**src/rtl/core/lpht_ram.sv**
```systemverilog
module lpht_ram #(
  parameter int unsigned WIDTH = 8,
  parameter int unsigned DEPTH = 16
) (
  input  logic                     clk,
  input  logic                     we,
  input  logic [$clog2(DEPTH)-1:0] waddr,
  input  logic [WIDTH-1:0]         wdata,
  input  logic [$clog2(DEPTH)-1:0] raddr,
  output logic [WIDTH-1:0]         rdata
);

  logic [WIDTH-1:0] mem [DEPTH];

  // write port and registered read port
  always_ff @(posedge clk) begin
    if (we) begin
      mem[waddr] <= wdata;
    end
    rdata <= mem[raddr];
  end

endmodule

```
**config.mk**
```make
export PLATFORM = sky130hd
export DESIGN_NAME = lpht_ram
export DESIGN_NICKNAME = d
export VERILOG_FILES = /design/src/rtl/core/lpht_ram.sv
export SDC_FILE = /design/constraint.sdc
export NUM_CORES = 1
export LEC_CHECK = 0
export BUFFER_PORTS_ARGS = -buffer_cell sky130_fd_sc_hd__buf_2
export CORE_MARGIN = 4
export CORE_UTILIZATION = 30
export CTS_BUF_LIST = sky130_fd_sc_hd__clkbuf_16
export DETAILED_ROUTE_END_ITERATION = 12
export MAX_ROUTING_LAYER = met4
export SYNTH_ARGS = -nofsm -noshare
export SYNTH_HDL_FRONTEND = slang
export SYNTH_SLANG_ARGS = --single-unit
export TNS_END_PERCENT = 1
```
**constraint.sdc**
```tcl
create_clock -name clk -period 2 [get_ports clk]
set_clock_uncertainty 0.1 [all_clocks]
set_input_delay 0.1 -clock clk [delete_from_list [all_inputs] [get_ports clk]]
set_output_delay 0.1 -clock clk [all_outputs]
set_load 0.02 [all_outputs]
```
==> results of run 1 <==
## worst min-delay path by stage
stage	from	to	slack, ns	cells after the start
2_1_floorplan	wdata[0]	mem[0][0]	0.1	0
3_3_place_gp	wdata[6]	mem[6][6]	0.38	1
3_5_place_dp	wdata[7]	mem[8][7]	0.40	1
4_1_cts	raddr[1]	rdata[7]	0.14	4
5_1_grt	raddr[1]	rdata[7]	0.17	4
6_report	raddr[1]	rdata[7]	0.14	4
## logic make-up after synthesis
| group | Yosys count | share of synthesized area |
|---|---|---|
| buffers and inverters | 10 | 0.0168 |
| AO/OA/AOI/OAI | 16 | 0.0233 |
| flip-flops | 136 | 0.778 |
| multiplexers | 32 | 0.150 |
| AND/OR/NAND/NOR | 35 | 0.0318 |
## per-stage QoR
stage	power, mW	instance area [um2]	setup slack, ns	cells	util
3_5_place_dp	3.59	5660	0.357	487	0.339
2_1_floorplan	3.44	5150	0.307	229	-
5_1_grt	7.09	6370	0.413	527	0.382
4_1_cts	6.92	6370	0.506	527	0.382
6_report	6.86	6370	0.507	527	0.382
3_3_place_gp	3.58	5660	0.360	487	0.339
## synth_stat cells
| library cell | count |
|---|---|
| nor2_1 | 13 |
| or3b_2 | 1 |
| dfxtp_1 | 8 |
| nand3b_1 | 2 |
| edfxtp_1 | 128 |
| nand3_1 | 1 |
| nor2b_1 | 1 |
| and2_1 | 1 |
| nand2b_1 | 2 |
| nor3_1 | 4 |
| buf_2 | 3 |
| nand2_1 | 9 |
| buf_6 | 3 |
| buf_4 | 1 |
| a22oi_1 | 16 |
| mux4_1 | 14 |
| mux4_2 | 18 |
| clkdlybuf4s25_2 | 3 |
| and2b_1 | 1 |
## worst register-to-register path, stage by stage, from the launching register on
cell,delay [ns]
edfxtp_1,0.35
mux4_1,0.50
a22oi_1,0.33
nand2_1,0.09
## where the power goes
part / switching (mW) / leakage [nW] / internal [mW]
clock network: 1.13 / 0.307 / 2.19
registers: 0.0191 / 1.22 / 3.19
logic: 0.189 / 0.634 / 0.144
## flip-flops by register name, indices dropped and copies added, names as in the netlist
signal  flops
mem       128
rdata       8
## layer usage
metal / vias to the layer above / global-route usage / wire length [um]
li1: 1104 / - / -
met1: 1271 / 0.151 / 4750
met2: 65 / 0.164 / 4720
met3: 14 / 0.0345 / 413
met4: 0 / 0.0376 / 144
met5: - / - / 0
## area by class of cell
| cell class | instances | area, um2 | area share |
|---|---|---|---|
| Tap cell | 220 | 275 | 0.0432 |
| Sequential cell | 136 | 4000 | 0.628 |
| Multi-Input combinational cell | 83 | 1060 | 0.166 |
| Clock buffer | 17 | 425 | 0.0667 |
| Timing Repair Buffer | 56 | 403 | 0.0632 |
| Clock inverter | 15 | 209 | 0.0328 |
## what timing repair did
item / 4_1_cts / 5_1_grt
hold endpoints to repair: 128 / 0
hold buffers: 8 / 0
resized for setup: 0 / 0
buffers inserted: 0 / 0
==> impl_metrics.ini, run 1 <==
[critical_path]
cp-endpoint = rdata[3]
cp_num_buf_inv = 0
rr_startpoint = mem[1][3]
cp_slowest_cell = mux4_1
rr_endpoint = rdata[3]
worstSetupPathType = reg2reg
rr_worst_depth = 3
path_cells = mux4_1 > a22oi_1 > nand2_1
end_kind = flop
cp.required_ns = 2.19
path_depth = 3
critPathTopFamily = multiplexers
worst_setup_path_startpoint = mem[1][3]
r2r_slack_ns = 0.51
worstSetupStartpointType = flop
crit_arrival_ns = 1.68
crit_fanout = 1
slowest_delay_ns = 0.50

[clock_tree]
cts_tree = yes
clk_pin_slew_ns = 0.06
cts_made_buffers = 17
ctsHtreeMaxLevel = 4
cts-root-buf = clkbuf_16
cts_sinks = 136
cts_buffer_depth = 2
clk_latency_ns = 0.41

[flow_run]
maxCapViolations = 0

[timing]
period_minus_slack_ns = 1.49
rsz0062_at_grt = false
post-route-period-util = 0.747
hold_viol = 0
hold_slack_ns = 0.141
fmax_mhz = 670
tns_ns = 0
relSlewSlack = 0.691
worstMarginPinSlew_ns = 0.463
setup_violations = 0
drv_slew = 0

[placement]
port_buffers = 25
routabilityCongestion = 0.774
dpl.hpwl_um = 6740

[floorplanning]
rows = 47
coreArea_um2 = 16700
start_util = 0.308
ioPinCount = 26
dieArea_um2 = 19300
die_height_um = 139
die_w_um = 139

[detailed_routing]
wl_um = 10000
dr.pass1.iters = 4
vias = 2454
drc = 0
routed_via_density = 4.66
postRouteAntennaNets = 0
post_drt_wl_per_cell_um = 19.0
drt_iter0_drc = 185

[finish]
final_common_cell = edfxtp_1
fillerInstances = 1516
n_antenna_cell = 0
layout_common_cells = edfxtp_1, buf_2, buf_4
area_growth_pct = 23.8
fin_nets = 312
drive_above_1_share = 0.316

[synthesis]
netlist_instances = 229
ys_seq_area_frac = 0.778
synth_cell_types = 19
synth_top_area_share = 0.747
ys_warn_count = 0
yosysTopAreaCell = edfxtp_1
synth_nets = 247
ys_ff_latch = 136
netlist_top_cells_area = edfxtp_1, mux4_2, mux4_1, dfxtp_1, a22oi_1
synth_area_um2 = 5150
syn_area_per_cell_um2 = 22.5

[global_route]
groute.usage.overall = 0.113
antenna_found_initial = 0
grt_overflow = 0
grt_pass1_vias = 2600
grt_max_degree = 17
grt_pass1_wl_um = 15500

[power_and_ir_drop]
power_density_nw_per_um2 = 1080
max-vdd-ir-drop_mv = 0.626
leakagePower_nw = 2.16

[outcome]
status = finished, final reports clean

[min_path]
hold_path.class = in2reg
(Power assumes the default switching activity.)
==> inputs of run 2 (changes only) <==
==> constraint.sdc (replaced) <==
create_clock -name clk -period 1.2 [get_ports clk]
set_clock_uncertainty 0.1 [all_clocks]
set_input_delay 0.06 -clock clk [delete_from_list [all_inputs] [get_ports clk]]
set_output_delay 0.06 -clock clk [all_outputs]
set_load 0.02 [all_outputs]
==> run 2 against run 1 <==
  * The run now ends with negative setup slack left
  * Die area unchanged
  * Worst hold slack worse by 0.020 ns
  * Critical path depth unchanged
  * Via count up 0.53%
  * Setup slack worse by 0.67 ns
  * Combinational power up 82%
  * Critical path type unchanged
  * Routed wire length up 1.7%
  * Cell area about the same
  * Count of clock-buffer cells in the layout unchanged
  * Non-clock buffer count up 9
  * Sequential power up 67%
==> impl_metrics.ini, run 2 (synthesized netlist as in run 1, its figures left out) <==
[critical_path]
crit_fanout = 1
crit_arrival_ns = 1.56
end_kind = flop
worstSetupPathType = reg2reg
cp.required_ns = 1.40
worstSetupStartpointType = flop

[clock_tree]
ctsHtreeMaxLevel = 4
cts_buffer_depth = 2
cts_tree = yes
cts_sinks = 136
clk_latency_ns = 0.42
clk_pin_slew_ns = 0.05
cts-root-buf = clkbuf_16
cts_made_buffers = 17

[detailed_routing]
wl_met1_um = 4490
drt_iter0_drc = 234
wl_um = 10200
post_drt_wl_per_cell_um = 19.0
postRouteAntennaNets = 0
routed.top_layer = met4
routed_via_density = 4.60
met2_length_um = 5120
met3WireLength_um = 429
vias = 2467
drc = 0
dr.pass1.iters = 4

[finish]
layout_common_cells = edfxtp_1, mux4_2, buf_4
top_regs = mem: 128 flops, rdata: 8 flops
layoutNonFillerInstCount = 536
largest_reg_flops = 128
fillerInstances = 1550
area_growth_pct = 23.7
fin_nets = 321
multiInputGateArea_um2 = 1090
n_antenna_cell = 0
largest-register = mem
drive_above_1_share = 0.411
final_common_cell = edfxtp_1
regArea_um2 = 4000

[timing]
tns_ns = -1.10
post-route-period-util = 1.14
hold_viol = 0
relSlewSlack = 0.427
drv_slew = 0
period_minus_slack_ns = 1.36
worstMarginPinSlew_ns = 0.858
fmax_mhz = 733
rsz0062_at_grt = true
setup_violations = 8
hold_slack_ns = 0.121
final.setup.worst_slack_ns = -0.165

[placement]
dp_slack_ns = -0.442
dpl.hpwl_um = 6810
routabilityCongestion = 0.733
port_buffers = 25
place_inst = 496

[power_and_ir_drop]
leakagePower_nw = 2.14
max-vdd-ir-drop_mv = 1.12
power_density_nw_per_um2 = 1650
power_mw = 10.5

[flow_run]
maxCapViolations = 0

[global_route]
grt_pass1_vias = 2672
groute.usage.overall = 0.114
antenna_found_initial = 0
grt_max_degree = 21
grt_pass1_wl_um = 15600
grt_overflow = 0

[outcome]
status = complete, but fails checks
violations = negative setup slack

[floorplanning]
coreArea_um2 = 16700
die_w_um = 139
start_util = 0.308
dieArea_um2 = 19300
die_height_um = 139
rows = 47
ioPinCount = 26

[min_path]
hold_path.class = in2reg
[run 2: cell type report]
class | count | share of cell area
flip-flops and latches | 136 | 0.629
clock inverters | 15 | 0.0151
well taps | 220 | 0.0432
repair buffers | 65 | 0.0758
clock buffers | 17 | 0.0668
multi-input cells | 83 | 0.170
[run 2: per-layer routing]
metal	vias up	global-route usage
met5	-	-
met4	0	0.0494
met3	16	0.0310
met2	58	0.176
met1	1281	0.142
li1	1112	-
[run 2: final timing paths]
path               endpoint  depth (start not counted)       start  slack (ns)
setup reg to reg   rdata[2]                          3   mem[3][2]       -0.16
hold / removal    mem[0][5]                          3    waddr[0]        0.12
hold reg to reg    rdata[3]                          3  mem[14][3]        0.58
setup / recovery   rdata[2]                          3   mem[3][2]       -0.16
[run 2: metrics by stage]
step | cell area, um2 | util
5_1_grt | 6370 | 0.381
3_3_place_gp | 5760 | 0.345
6_report | 6370 | 0.381
3_5_place_dp | 5760 | 0.345
4_1_cts | 6360 | 0.381
2_1_floorplan | 5170 | -
[run 2: power breakdown]
| part | internal (mW) | switching (mW) |
|---|---|---|
| Sequential | 5.31 | 0.0318 |
| Clock | 2.77 | 1.80 |
| Combinational | 0.267 | 0.337 |
| Total | 8.35 | 2.17 |
[run 2: timing repair]
item,4_1_cts,5_1_grt
buffers inserted,0,0
pin swaps,8,2
gates resized for setup,19,3
hold buffers,8,0
endpoints found under the hold margin,128,0
endpoints found under the setup margin,8,8
[run 2: critical path: stages (launching register included)]
cell	delay, ns
edfxtp_1	0.36
mux4_2	0.48
a22oi_2	0.23
nand2_1	0.08
==> inputs of run 3 (changes only) <==
--- a/config.mk
+++ b/config.mk
@@ -11,6 +11,7 @@
 export CTS_BUF_LIST = sky130_fd_sc_hd__clkbuf_16
 export DETAILED_ROUTE_END_ITERATION = 12
 export MAX_ROUTING_LAYER = met4
+export SETUP_SLACK_MARGIN = 0.1
 export SYNTH_ARGS = -nofsm -noshare
 export SYNTH_HDL_FRONTEND = slang
 export SYNTH_SLANG_ARGS = --single-unit
==> run 3 against run 2 <==
  * Non-clock buffer count down 3
  * Highest routed layer unchanged
  * Die area stayed put
  * Total power up 4.8%
  * Maximum frequency up 1.4%
  * Largest cell class unchanged
  * Routed wire length down 7.6%
  * Core utilization up 0.62 points
  * Setup slack better by 0.018 ns
  * Via count is 2.2% lower
  * Sequential share of layout area decreased by 1.0 points
  * The run still ends with negative setup slack left
  * Count of clock-buffer cells in the layout is the same
  * Cell area increased by 1.6%
  * Critical path type unchanged
  * Largest power group unchanged
  * First-iteration DRC count is 19% lower
==> impl_metrics.ini, run 3 (synthesized netlist as in run 1, its figures left out) <==
[outcome]
status = complete, but fails checks
violations = negative setup slack

[clock_tree]
clk_pin_slew_ns = 0.06
cts-root-buf = clkbuf_16
cts_sinks = 136
post_cts_buffers = 0
clk_latency_ns = 0.41
ctsHtreeMaxLevel = 4
cts_tree = yes
cts_made_buffers = 17
cts_buffer_depth = 2

[global_route]
groute.usage.overall = 0.109
grt_max_degree = 19
grt_pass1_wl_um = 15200
grt_overflow = 0
antenna_found_initial = 0
grt_pass1_vias = 2739

[placement]
port_buffers = 25
placed_area_um2 = 5770
dp_slack_ns = -0.332
dpl.hpwl_um = 6320
routabilityCongestion = 0.756
place_inst = 493

[critical_path]
crit_fanout = 1
cp.required_ns = 1.38
rr_worst_depth = 3
end_kind = flop
path_cells = mux4_2 > a22oi_1 > nand2_1
path_depth = 3
critPathTopFamily = multiplexers
slowest_delay_ns = 0.49
crit_arrival_ns = 1.53
cp_slowest_cell = mux4_2
cp_num_buf_inv = 0
worstSetupPathType = reg2reg
worstSetupStartpointType = flop

[finish]
largest-register = mem
top_regs = mem: 128 flops, rdata: 8 flops
fin_nets = 318
layoutNonFillerInstCount = 533
n_antenna_cell = 0
final_common_cell = edfxtp_1
area_growth_pct = 25.8
postLayoutCellArea_um2 = 6470
layout_common_cells = edfxtp_1, mux4_2, buf_4
fillerInstances = 1529
largest_reg_flops = 128
drive_above_1_share = 0.409

[timing]
rsz0062_at_grt = true
hold_viol = 0
relSlewSlack = 0.378
drv_slew = 0
worstMarginPinSlew_ns = 0.930
post-route-period-util = 1.12
period_minus_slack_ns = 1.35
fmax_mhz = 743
setup_violations = 8
final.setup.worst_slack_ns = -0.147

[detailed_routing]
drt_iter0_drc = 189
dr.pass1.iters = 4
postRouteAntennaNets = 0
routed_via_density = 4.53
post_drt_wl_per_cell_um = 17.7
wl_um = 9430
drc = 0
vias = 2412

[floorplanning]
die_height_um = 139
die_w_um = 139
rows = 47
coreArea_um2 = 16700
ioPinCount = 26
dieArea_um2 = 19300
start_util = 0.308

[power_and_ir_drop]
leakagePower_nw = 2.15
power_mw = 11.0
power_density_nw_per_um2 = 1700
max-vdd-ir-drop_mv = 0.988

[min_path]
hold_path.class = in2reg
holdPathStages = 3

[flow_run]
maxCapViolations = 0
-- run 3: power breakdown --
group	internal (mW)	total, mW	switching (mW)
Sequential	5.31	5.35	0.0330
Clock	3.23	5.08	1.85
Combinational	0.283	0.604	0.322
-- run 3: metal layers --
| layer | vias to the layer above | routed length (um) | global-route usage |
|---|---|---|---|
| li1 | 1107 | - | - |
| met1 | 1248 | 4270 | 0.140 |
| met2 | 48 | 4670 | 0.163 |
| met3 | 9 | 375 | 0.0397 |
| met4 | 0 | 115 | 0.0371 |
| met5 | - | 0 | - |
-- run 3: timing repair --
| action | CTS | global route |
|---|---|---|
| gates resized for setup | 7 | 7 |
| hold buffers | 8 | 0 |
| pin swaps | 7 | 1 |
| endpoints found under the hold margin | 128 | 0 |
| endpoints found under the setup margin | 11 | 12 |
| gates cloned | 0 | 0 |
-- run 3: stage by stage --
step	setup TNS [ns]	utilization	hold WS (ns)
floorplan	-0.997	-	0.0589
global placement	-10.57	0.345	0.348
CTS	-1.12	0.387	0.0926
detailed placement	-12.32	0.345	0.354
global route	-1.40	0.388	0.103
finish	-0.948	0.388	0.110
-- run 3: path summary, 6_finish.rpt --
path         slack (ns)          to        from
max               -0.15    rdata[5]  mem[15][5]
min                0.11  mem[12][4]    waddr[1]
max reg2reg       -0.15    rdata[5]  mem[15][5]
min reg2reg        0.57    rdata[0]   mem[4][0]
-- run 3: area by class of cell --
class,count,area (um2),area share
clock buffers,17,425,0.0657
clock inverters,15,165,0.0255
multi-input cells,83,1080,0.167
flip-flops and latches,136,4000,0.618
well taps,220,275,0.0425
repair buffers,62,520,0.0804
-- run 3: worst reg2reg max path: cells and delay by family (launching register included) --
family           cells  cell delay, ns
multiplexers         1            0.49
flip-flops           1            0.36
AND/OR/NAND/NOR      1            0.11
AO/OA/AOI/OAI        1            0.16
